## src/rtl/spbf_pkg.sv

```systemverilog
`timescale 1ns / 1ps
// Shared package of the spectrum peak bin finder.
// Field widths, root iteration count and the controller/datapath interface types.
package spbf_pkg;

  localparam int unsigned PartW     = 16;
  localparam int unsigned MagW      = PartW + 1;
  localparam int unsigned SqW       = 2 * MagW;
  localparam int unsigned RadW      = 32;
  localparam int unsigned RootW     = 16;
  localparam int unsigned RemW      = RootW + 3;
  localparam int unsigned LevelW    = 8;
  localparam int unsigned BinW      = 6;
  localparam int unsigned RootSteps = RootW;
  localparam int unsigned StepW     = $clog2(RootSteps);
  localparam int unsigned BinsDef   = 64;

  typedef struct packed {
    logic load;
    logic square;
    logic sum;
    logic step;
    logic commit;
  } cmd_t;

  typedef struct packed {
    logic last_step;
  } sts_t;

endpackage

```

## src/rtl/spbf_ctrl.sv

```systemverilog
`timescale 1ns / 1ps
// Controller of the spectrum peak bin finder: sequences one bin at a time.
// Uses spbf_pkg for the command and status types.
module spbf_ctrl (
  input  logic          clk_i,
  input  logic          rst_ni,
  input  logic          in_valid_i,
  output logic          in_ready_o,
  output logic          out_valid_o,
  input  logic          out_ready_i,
  input  spbf_pkg::sts_t sts_i,
  output spbf_pkg::cmd_t cmd_o
);

  localparam logic [2:0] S_IDLE = 3'd0;
  localparam logic [2:0] S_SQ   = 3'd1;
  localparam logic [2:0] S_SUM  = 3'd2;
  localparam logic [2:0] S_ROOT = 3'd3;
  localparam logic [2:0] S_DONE = 3'd4;

  logic [2:0] state_q, state_d;
  logic       out_valid_q, out_valid_d;
  logic       in_acc;

  assign in_ready_o  = (state_q == S_IDLE);
  assign in_acc      = in_valid_i && in_ready_o;
  assign out_valid_o = out_valid_q;

  always_comb begin
    state_d     = state_q;
    out_valid_d = out_valid_q;
    cmd_o       = '0;
    if (out_valid_q && out_ready_i) begin
      out_valid_d = 1'b0;
    end
    case (state_q)
      S_IDLE: begin
        if (in_acc) begin
          cmd_o.load = 1'b1;
          state_d    = S_SQ;
        end
      end
      S_SQ: begin
        cmd_o.square = 1'b1;
        state_d      = S_SUM;
      end
      S_SUM: begin
        cmd_o.sum = 1'b1;
        state_d   = S_ROOT;
      end
      S_ROOT: begin
        cmd_o.step = 1'b1;
        if (sts_i.last_step) begin
          state_d = S_DONE;
        end
      end
      S_DONE: begin
        if (!out_valid_q || out_ready_i) begin
          cmd_o.commit = 1'b1;
          out_valid_d  = 1'b1;
          state_d      = S_IDLE;
        end
      end
      default: begin
        state_d = S_IDLE;
      end
    endcase
  end

  always_ff @(posedge clk_i or negedge rst_ni) begin
    if (!rst_ni) begin
      state_q     <= S_IDLE;
      out_valid_q <= 1'b0;
    end else begin
      state_q     <= state_d;
      out_valid_q <= out_valid_d;
    end
  end

`ifndef NO_ASSERTIONS
  a_acc_starts : assert property (@(posedge clk_i) disable iff (!rst_ni)
    in_acc |=> state_q == S_SQ)
    else $error("accepted word did not start the squaring step");
  a_commit_out : assert property (@(posedge clk_i) disable iff (!rst_ni)
    cmd_o.commit |=> out_valid_q)
    else $error("committed result not presented");
  a_root_end : assert property (@(posedge clk_i) disable iff (!rst_ni)
    (state_q == S_ROOT && sts_i.last_step) |=> state_q == S_DONE)
    else $error("root iteration did not finish");
`endif

endmodule

```

## src/rtl/spbf_dp.sv

```systemverilog
`timescale 1ns / 1ps
// Datapath of the spectrum peak bin finder: magnitude squares, bit-pair
// restoring square root, peak tracking and the output register. Uses spbf_pkg.
module spbf_dp #(
  parameter int unsigned BINS_PER_FRAME = spbf_pkg::BinsDef
) (
  input  logic                                clk_i,
  input  logic                                rst_ni,
  input  spbf_pkg::cmd_t                      cmd_i,
  output spbf_pkg::sts_t                      sts_o,
  input  logic signed [spbf_pkg::PartW-1:0]   re_part_i,
  input  logic signed [spbf_pkg::PartW-1:0]   im_part_i,
  output logic        [spbf_pkg::BinW-1:0]    bin_number_o,
  output logic        [spbf_pkg::LevelW-1:0]  bin_level_o,
  output logic        [spbf_pkg::BinW-1:0]    peak_bin_o,
  output logic                                frame_end_o
);

  localparam int unsigned CntW = (BINS_PER_FRAME > 1) ? $clog2(BINS_PER_FRAME) : 1;
  localparam int unsigned ExtW = CntW + spbf_pkg::BinW;
  localparam logic [CntW-1:0] LastIdx = CntW'(BINS_PER_FRAME - 1);

  logic [spbf_pkg::MagW-1:0]  mag_re_q, mag_im_q, mag_re_d, mag_im_d;
  logic [spbf_pkg::SqW-1:0]   sq_re_q, sq_im_q;
  logic [spbf_pkg::RadW-1:0]  rad_q;
  logic [spbf_pkg::RootW-1:0] root_q;
  logic [spbf_pkg::RemW-1:0]  rem_q, rem_sh, trial;
  logic [spbf_pkg::StepW-1:0] step_q;
  logic [spbf_pkg::SqW-1:0]   sum_w;

  logic [CntW-1:0]            cnt_q, best_bin_q, best_bin_new;
  logic [spbf_pkg::RootW-1:0] best_root_q, best_root_new;
  logic                       last;
  logic [ExtW-1:0]            cnt_ext, best_ext;

  logic [spbf_pkg::BinW-1:0]   bin_number_q, peak_bin_q;
  logic [spbf_pkg::LevelW-1:0] bin_level_q;
  logic                        frame_end_q;

  assign mag_re_d = re_part_i[spbf_pkg::PartW-1] ?
                    spbf_pkg::MagW'(-$signed({re_part_i[spbf_pkg::PartW-1], re_part_i})) :
                    {1'b0, re_part_i};
  assign mag_im_d = im_part_i[spbf_pkg::PartW-1] ?
                    spbf_pkg::MagW'(-$signed({im_part_i[spbf_pkg::PartW-1], im_part_i})) :
                    {1'b0, im_part_i};

  assign sum_w  = sq_re_q + sq_im_q;
  assign rem_sh = {rem_q[spbf_pkg::RemW-3:0], rad_q[spbf_pkg::RadW-1 -: 2]};
  assign trial  = {1'b0, root_q, 2'b01};

  assign sts_o.last_step = (step_q == spbf_pkg::StepW'(spbf_pkg::RootSteps - 1));

  assign last = (cnt_q == LastIdx);

  always_comb begin
    best_root_new = best_root_q;
    best_bin_new  = best_bin_q;
    if (cnt_q != '0 && root_q > best_root_q) begin
      best_root_new = root_q;
      best_bin_new  = cnt_q;
    end
  end

  assign cnt_ext  = {{spbf_pkg::BinW{1'b0}}, cnt_q};
  assign best_ext = {{spbf_pkg::BinW{1'b0}}, best_bin_new};

  always_ff @(posedge clk_i) begin
    if (cmd_i.load) begin
      mag_re_q <= mag_re_d;
      mag_im_q <= mag_im_d;
    end
    if (cmd_i.square) begin
      sq_re_q <= mag_re_q * mag_re_q;
      sq_im_q <= mag_im_q * mag_im_q;
    end
    if (cmd_i.sum) begin
      rad_q  <= sum_w[spbf_pkg::RadW-1:0];
      root_q <= '0;
      rem_q  <= '0;
    end else if (cmd_i.step) begin
      rad_q <= {rad_q[spbf_pkg::RadW-3:0], 2'b00};
      if (rem_sh >= trial) begin
        rem_q  <= rem_sh - trial;
        root_q <= {root_q[spbf_pkg::RootW-2:0], 1'b1};
      end else begin
        rem_q  <= rem_sh;
        root_q <= {root_q[spbf_pkg::RootW-2:0], 1'b0};
      end
    end
    if (cmd_i.commit) begin
      bin_number_q <= cnt_ext[spbf_pkg::BinW-1:0];
      bin_level_q  <= root_q[spbf_pkg::RootW-1 -: spbf_pkg::LevelW];
      peak_bin_q   <= last ? best_ext[spbf_pkg::BinW-1:0] : '0;
      frame_end_q  <= last;
    end
  end

  always_ff @(posedge clk_i or negedge rst_ni) begin
    if (!rst_ni) begin
      step_q      <= '0;
      cnt_q       <= '0;
      best_root_q <= '0;
      best_bin_q  <= '0;
    end else begin
      if (cmd_i.sum) begin
        step_q <= '0;
      end else if (cmd_i.step) begin
        step_q <= step_q + 1'b1;
      end
      if (cmd_i.commit) begin
        if (last) begin
          cnt_q       <= '0;
          best_root_q <= '0;
          best_bin_q  <= '0;
        end else begin
          cnt_q       <= cnt_q + 1'b1;
          best_root_q <= best_root_new;
          best_bin_q  <= best_bin_new;
        end
      end
    end
  end

  assign bin_number_o = bin_number_q;
  assign bin_level_o  = bin_level_q;
  assign peak_bin_o   = peak_bin_q;
  assign frame_end_o  = frame_end_q;

endmodule

```

## src/rtl/spectrum_peak_bin_finder_core.sv

```systemverilog
`timescale 1ns / 1ps
// Spectrum peak bin finder, top level.
// Joins spbf_ctrl and spbf_dp; types and defaults from spbf_pkg.
//
// Usage:
//   Input channel (in_valid_i/in_ready_o) takes one FFT bin per word:
//   re_part_i and im_part_i, Q1.15, bins of a frame in natural order.
//   Output channel (out_valid_o/out_ready_i) returns one word per bin:
//   bin_number_o, bin_level_o = floor(|bin|) >> 8, and on the last bin of
//   a frame frame_end_o = 1 with peak_bin_o, the first bin (DC excluded)
//   holding the largest floored magnitude floor(|bin|), 0 if none exceeds zero.
//   Operands load at the accepting edge; the core then squares, adds, runs
//   the bit-pair square root iteration and commits the result to the output
//   register. A new bin is taken only after the previous one has been
//   committed, since the single shared root iterator serves one bin at a time.
//   The output word sits in its own register, so the next bin is taken
//   while a result waits; a stalled receiver holds the next result in the
//   datapath and the input stays not ready until the register frees.
//   Reset clears the bin counter and the peak tracker; a frame starts at
//   bin zero.
module spectrum_peak_bin_finder_core #(
  parameter int unsigned BINS_PER_FRAME = spbf_pkg::BinsDef
) (
  input  logic                               clk_i,
  input  logic                               rst_ni,
  input  logic                               in_valid_i,
  output logic                               in_ready_o,
  input  logic signed [spbf_pkg::PartW-1:0]  re_part_i,
  input  logic signed [spbf_pkg::PartW-1:0]  im_part_i,
  output logic                               out_valid_o,
  input  logic                               out_ready_i,
  output logic        [spbf_pkg::BinW-1:0]   bin_number_o,
  output logic        [spbf_pkg::LevelW-1:0] bin_level_o,
  output logic        [spbf_pkg::BinW-1:0]   peak_bin_o,
  output logic                               frame_end_o
);

  spbf_pkg::cmd_t cmd;
  spbf_pkg::sts_t sts;

  spbf_ctrl u_ctrl (
    .clk_i       (clk_i),
    .rst_ni      (rst_ni),
    .in_valid_i  (in_valid_i),
    .in_ready_o  (in_ready_o),
    .out_valid_o (out_valid_o),
    .out_ready_i (out_ready_i),
    .sts_i       (sts),
    .cmd_o       (cmd)
  );

  spbf_dp #(
    .BINS_PER_FRAME (BINS_PER_FRAME)
  ) u_dp (
    .clk_i        (clk_i),
    .rst_ni       (rst_ni),
    .cmd_i        (cmd),
    .sts_o        (sts),
    .re_part_i    (re_part_i),
    .im_part_i    (im_part_i),
    .bin_number_o (bin_number_o),
    .bin_level_o  (bin_level_o),
    .peak_bin_o   (peak_bin_o),
    .frame_end_o  (frame_end_o)
  );

endmodule

```

## config.mk

```make
export PLATFORM = sky130hd
export DESIGN_NAME = spectrum_peak_bin_finder_core
export DESIGN_NICKNAME = d
export VERILOG_FILES = /design/src/rtl/spbf_pkg.sv /design/src/rtl/spbf_ctrl.sv /design/src/rtl/spbf_dp.sv /design/src/rtl/spectrum_peak_bin_finder_core.sv
export SDC_FILE = /design/constraint.sdc
export NUM_CORES = 1
export LEC_CHECK = 0
export ABC_AREA = 0
export BUFFER_PORTS_ARGS = -buffer_cell sky130_fd_sc_hd__buf_2
export CAP_MARGIN = 20
export CORE_ASPECT_RATIO = 1.1
export CORE_MARGIN = 2
export CORE_UTILIZATION = 65
export CTS_CLUSTER_SIZE = 10
export DETAILED_ROUTE_END_ITERATION = 8
export GPL_TIMING_DRIVEN = 0
export PLACE_DENSITY_LB_ADDON = 0.08
export SLEW_MARGIN = 20
export SYNTH_ARGS = -nofsm -noshare
export SYNTH_HDL_FRONTEND = slang
export SYNTH_SLANG_ARGS = --single-unit
```

## constraint.sdc

```tcl
create_clock -name clk_i -period 7.3 [get_ports clk_i]
set_input_delay 0.73 -clock clk_i [delete_from_list [all_inputs] [get_ports clk_i]]
set_output_delay 0.73 -clock clk_i [all_outputs]
set_load 0.005 [all_outputs]
```

Word level (Yosys, flattened, before mapping)
Index checks and enable logic that the tools add are counted.
Widths: inputs -> output; s select.

operators by class
  add/subtract/negate cells = 6
  $mul = 2
  order comparisons = 2
  eq/ne operators = 9
  muxes and demuxes = 27
  reductions and logical operators = 11

operator list
  operator             count
  $mul 17x17->32       2
  $mux 32              2
  $neg 16->17          2
  $add 32x32->32       1
  $mux 16              2
  $mux 15              2
  $ge 19x18->1         1
  $mux 6               3
  $mux 17              1
  $sub 17x17->17       1
  $gt 16x16->1         1
  $pmux 3 s5           1
  $mux 1               11
  $mux 3               3
  $mux 4               2
  $add 6x1->6 const B  1
  $eq 3x2->1 const B   2
  $eq 6x6->1 const B   1
  $reduce_bool 6->1    1
  $add 4x1->4 const B  1
  $eq 4x4->1 const B   1
  $ne 2x2->1 const B   2
  $reduce_bool 2->1    2
  $eq 3x1->1 const B   1
  other kinds (8)      10

word-level totals
  register bits after elaboration = 220
  bits of input ports = 36
  output and inout bits = 23
  word-level logic and storage cells = 76

Depth between registers and ports, before layout
  depth after elaboration = 5
  gate-level depth with buffers = 23
  mapped depth without buffers = 22

By module
A second synthesis with hierarchy kept.

unflattened totals
  cell total of the unflattened synthesis = 2743
  area total of the unflattened synthesis = 27054.7 µm²

by module, submodules not included
  module     instances  cells each  area an instance (µm²)
  spbf_dp    1          2720        26834.5
  spbf_ctrl  1          23          220.2

Worst setup path before layout
Ideal clock, no wire load.

  kind = register -> register
  from = register u_dp.mag_re_q[14] in the netlist's numbering
  to = register u_dp.sq_re_q[31] in the netlist's numbering (data pin)
  library setup time = 137 ps
  arrival time = 6067 ps
  data required time = 7163 ps
  path slack = 1096 ps
  stages on the path, launching flop included = 22
  buffers on the path = 2
  cell sequence = edfxtp_1 > clkbuf_1 > clkbuf_1 > nand2_1 > fa_1 > fa_1 > fa_1 > inv_1 > fa_1 > fa_1 > inv_1 > fa_1 > inv_1 > ha_1 > a211oi_1 > o221ai_1 > o31a_1 > a21o_1 > a31oi_2 > a21oi_1 > or4_1 > nand4_1

between the ends
  cells in the longest elaborated chain, start to end = 1

RTL lines
  item                    RTL line       RTL
  start, declared         spbf_dp.sv:23  logic [spbf_pkg::MagW-1:0] mag_re_q, mag_im_q, mag_re_d, mag_im_d;
  start signal, assigned  spbf_dp.sv:69  mag_re_q <= mag_re_d;
  $mul 17x17->32          spbf_dp.sv:73  sq_re_q <= mag_re_q * mag_re_q;
  end signal, assigned    spbf_dp.sv:73
  end, declared           spbf_dp.sv:24  logic [spbf_pkg::SqW-1:0] sq_re_q, sq_im_q;

No other way between the ends.
A chain may end at the register's enable or synchronous reset.

Final worst setup path
  from = register u_dp.mag_re_q[4] in the netlist's numbering
  to = register u_dp.sq_re_q[31] in the netlist's numbering (data pin)

The elaborated chain is that of the path after synthesis.

==> impl_metrics.env <==
export IMPL_drive_gt1_share_pct=5.44
export IMPL_min_path_type="input port to async pin"
export IMPL_syn2layout_area_growth_pct=7.27
export IMPL_io_buffer_count=58
export IMPL_postRouteAntennaNets=0
export IMPL_synth_area_leader_cell="fa_1"
export IMPL_h_tree_depth=1
export IMPL_max_freq_mhz=143
export IMPL_antenna_cells=0
export IMPL_dp_final_hpwl_mm=48.2
export IMPL_rsz0062_at_grt="false"
export IMPL_post_route_drc_count=0
export IMPL_endpoint_kind="register"
export IMPL_grt_pass1_wl_mm=99.7
export IMPL_timing_slew_headroom_pct=44.8
export IMPL_r2r_start="u_dp.mag_re_q[4]$_DFFE_PP_"
export IMPL_syn_inst=2778
export IMPL_grt_max_degree=37
export IMPL_ios=59
export IMPL_syn_cell_area_um2=26900
export IMPL_routed_via_density=5.64
export IMPL_num_vias=19300
export IMPL_fin_util_pct=70.4
export IMPL_avgRoutedWirePerCell_um=17.3
export IMPL_cp_start_kind="register"
export IMPL_min_period_ps=6990
export IMPL_r2r_slack_ps=310
export IMPL_r2r_end="u_dp.sq_re_q[31]$_DFFE_PP_"
export IMPL_ys_seq_area_share_pct=22.4
export IMPL_cts_inserted_buffers=28
export IMPL_ys_warn_count=0
export IMPL_start_util_pct=65.6
export IMPL_grt_usage_pct=29.3
export IMPL_crit_top_cell="fa_1"
export IMPL_postPlaceCellArea_um2=28000
export IMPL_cpPeakStageDelay_ps=670
export IMPL_drv_slew=0
export IMPL_post_cts_setup_buffer_count=0
export IMPL_clkLatencyLatePin_ps=560
export IMPL_drt_iter0_markers=1080
export IMPL_overflow=0
export IMPL_hold_ws_ps=276
export IMPL_core_um2=41000
export IMPL_fp_dieH_um=217
export IMPL_grt_pass1_vias=20500
export IMPL_path_max_fanout=10
export IMPL_power_density_nw_per_um2=274
export IMPL_firstDrtPassIters=6
export IMPL_wl_mm=59.1
export IMPL_tightestPinTransition_ps=829
export IMPL_syn_area_per_cell_um2=9.68
export IMPL_die_w_um=198
export IMPL_setup_viol=0
export IMPL_crit_type="register to register"
export IMPL_cp_arrival_ps=7410
export IMPL_hold_viol_final=0
export IMPL_grt_antenna_before_repair=2
export IMPL_clk_pin_slew_ps=60
export IMPL_cts_root_buffer="clkbuf_16"
export IMPL_clock_skew_ps=16.7
export IMPL_synth_top_area_share_pct=28.4
export IMPL_p_leak_nw=14.4
export IMPL_max_cap_viol_count=0
export IMPL_async_flop_share_pct=16.5
export IMPL_ys_types=79
export IMPL_status="finished, final reports clean"
export IMPL_cpMaxStageDelayCell="edfxtp_1"
export IMPL_nets=3571
export IMPL_peakVddDrop_mv=0.210
export IMPL_synth_seq_cells=218
export IMPL_synthFlopType="edfxtp_1"
export IMPL_rows=78
export IMPL_cts_tree="yes"
export IMPL_r2r_cells=20
export IMPL_period_share_pct=95.8
export IMPL_routabilityCongestion=0.925
export IMPL_final_area_um2=28900
export IMPL_die_area_um2=43000
export IMPL_cts_sinks=218
export IMPL_cp_startpoint="u_dp.mag_re_q[4]$_DFFE_PP_"
export IMPL_synthTopCellsByArea="fa_1 28%, edfxtp_1 17%, ha_1 13%"
export IMPL_clockBufferDepth=3
export IMPL_critPathRequiredTime_ps=7710
export IMPL_path_cells="clkbuf_2, nand2_1, fa_1, fa_1, fa_1, inv_1, fa_1, fa_1, inv_1, fa_1, inv_1, ha_1, a211oi_1, o221ai_1, o31a_1, a21o_1, a31oi_2, a21oi_1, or4_1, nand4_1"
export IMPL_synth_enable_flop_cells=149
-- stage by stage --
stage	instances	setup slack [ps]	setup TNS [ps]	power (mW)
after floorplan	2779	1100	0	5.49
after global placement	3357	-955	-32390	6.43
after detailed placement	3370	128	0	6.57
after CTS	3422	90.8	0	7.94
after global routing	3422	7.84	0	8.64
final	3422	308	0	7.91
-- timing repair --
item	CTS	global route
hold buffers	0	0
gates resized for setup	0	34
setup endpoints to repair	0	7
-- power breakdown --
group	internal (mW)	total (mW)	switching [mW]
registers	1.82	2.00	0.182
clock network	0.785	1.33	0.543
logic	1.89	4.58	2.69
-- flip-flops by register name, indices dropped and copies added, names as in the netlist --
name / cells
u_dp.cnt_q: 6
u_dp.best_root_q: 16
u_dp.mag_re_q: 17
u_dp.frame_end_o: 1
u_dp.mag_im_q: 17
u_dp.bin_level_o: 8
u_dp.best_bin_q: 6
u_dp.sq_im_q: 31
u_ctrl.out_valid_o: 1
u_dp.sq_re_q: 31
u_dp.rem_q: 17
u_dp.step_q: 4
u_ctrl.state_q: 3
u_dp.bin_number_o: 6
u_dp.root_q: 16
u_dp.peak_bin_o: 6
u_dp.rad_q: 32
-- cells in the final DEF (no fill, tap or decap), drive strengths merged, types with 42 or more instances in the layout --
master	n
inv	614
fa	381
nand2	278
ha	274
edfxtp	149
o21ai	120
clkbuf	113
and2	112
xnor2	107
a21oi	105
nor2	86
buf	79
a21o	49
nand3	42
-- Yosys cell counts, types with 48 or more instances --
cell type / count
a21o_1: 48
a21oi_1: 105
and2_1: 111
clkbuf_1: 65
edfxtp_1: 149
fa_1: 381
ha_1: 274
inv_1: 611
nand2_1: 278
nor2_1: 86
o21ai_0: 107
xnor2_1: 107
-- logic make-up after synthesis --
logic type / count (synthesis) / share of synthesized area, %
compound gates: 416 / 10.1
xor+xnor: 141 / 4.59
fa+ha+maj: 655 / 41.1
buf+inv: 686 / 9.65
flops: 218 / 22.4
mux: 18 / 0.684
other cells: 1 / 0.0139
simple gates: 643 / 11.4
-- area by class of cell --
class                   count  area, um^2
inverters                 613        2300
well taps                 520         651
flip-flops and latches    218        6040
fillers                  3228       12100
multi-input cells        1875       18300
clock inverters             4        23.8
clock buffers              48         850
plain buffers              73         317
repair buffers             71         393
-- metal layers --
| metal | global-route usage [%] | up-vias | wire length (um) |
|---|---|---|---|
| li1 | - | 9102 | - |
| met1 | 38.4 | 9601 | 24200 |
| met2 | 50.9 | 521 | 29700 |
| met3 | 4.37 | 92 | 3750 |
| met4 | 8.07 | 0 | 1460 |
| met5 | 0 | - | 0 |
-- critical path, delay by kind of cell (launching register included) --
kind                       cells  cell delay, ps
adders and majority gates      7            3470
and+or+nand+nor                3             780
DFF                            1             670
buffers and inverters          4             560
AOI/OAI and AO/OA              6            1390
-- worst max-delay path by stage --
stage,endpoint,cells past startpoint
6_report,u_dp.sq_re_q[31]$_DFFE_PP_,20
5_1_grt,u_dp.sq_im_q[27]$_DFFE_PP_,21
4_1_cts,u_dp.sq_re_q[31]$_DFFE_PP_,20
3_5_place_dp,u_dp.sq_re_q[31]$_DFFE_PP_,20
3_3_place_gp,u_dp.mag_re_q[14]$_DFFE_PP_,2
2_1_floorplan,u_dp.sq_re_q[31]$_DFFE_PP_,21
Note: power is estimated with default switching activity, not from simulation.
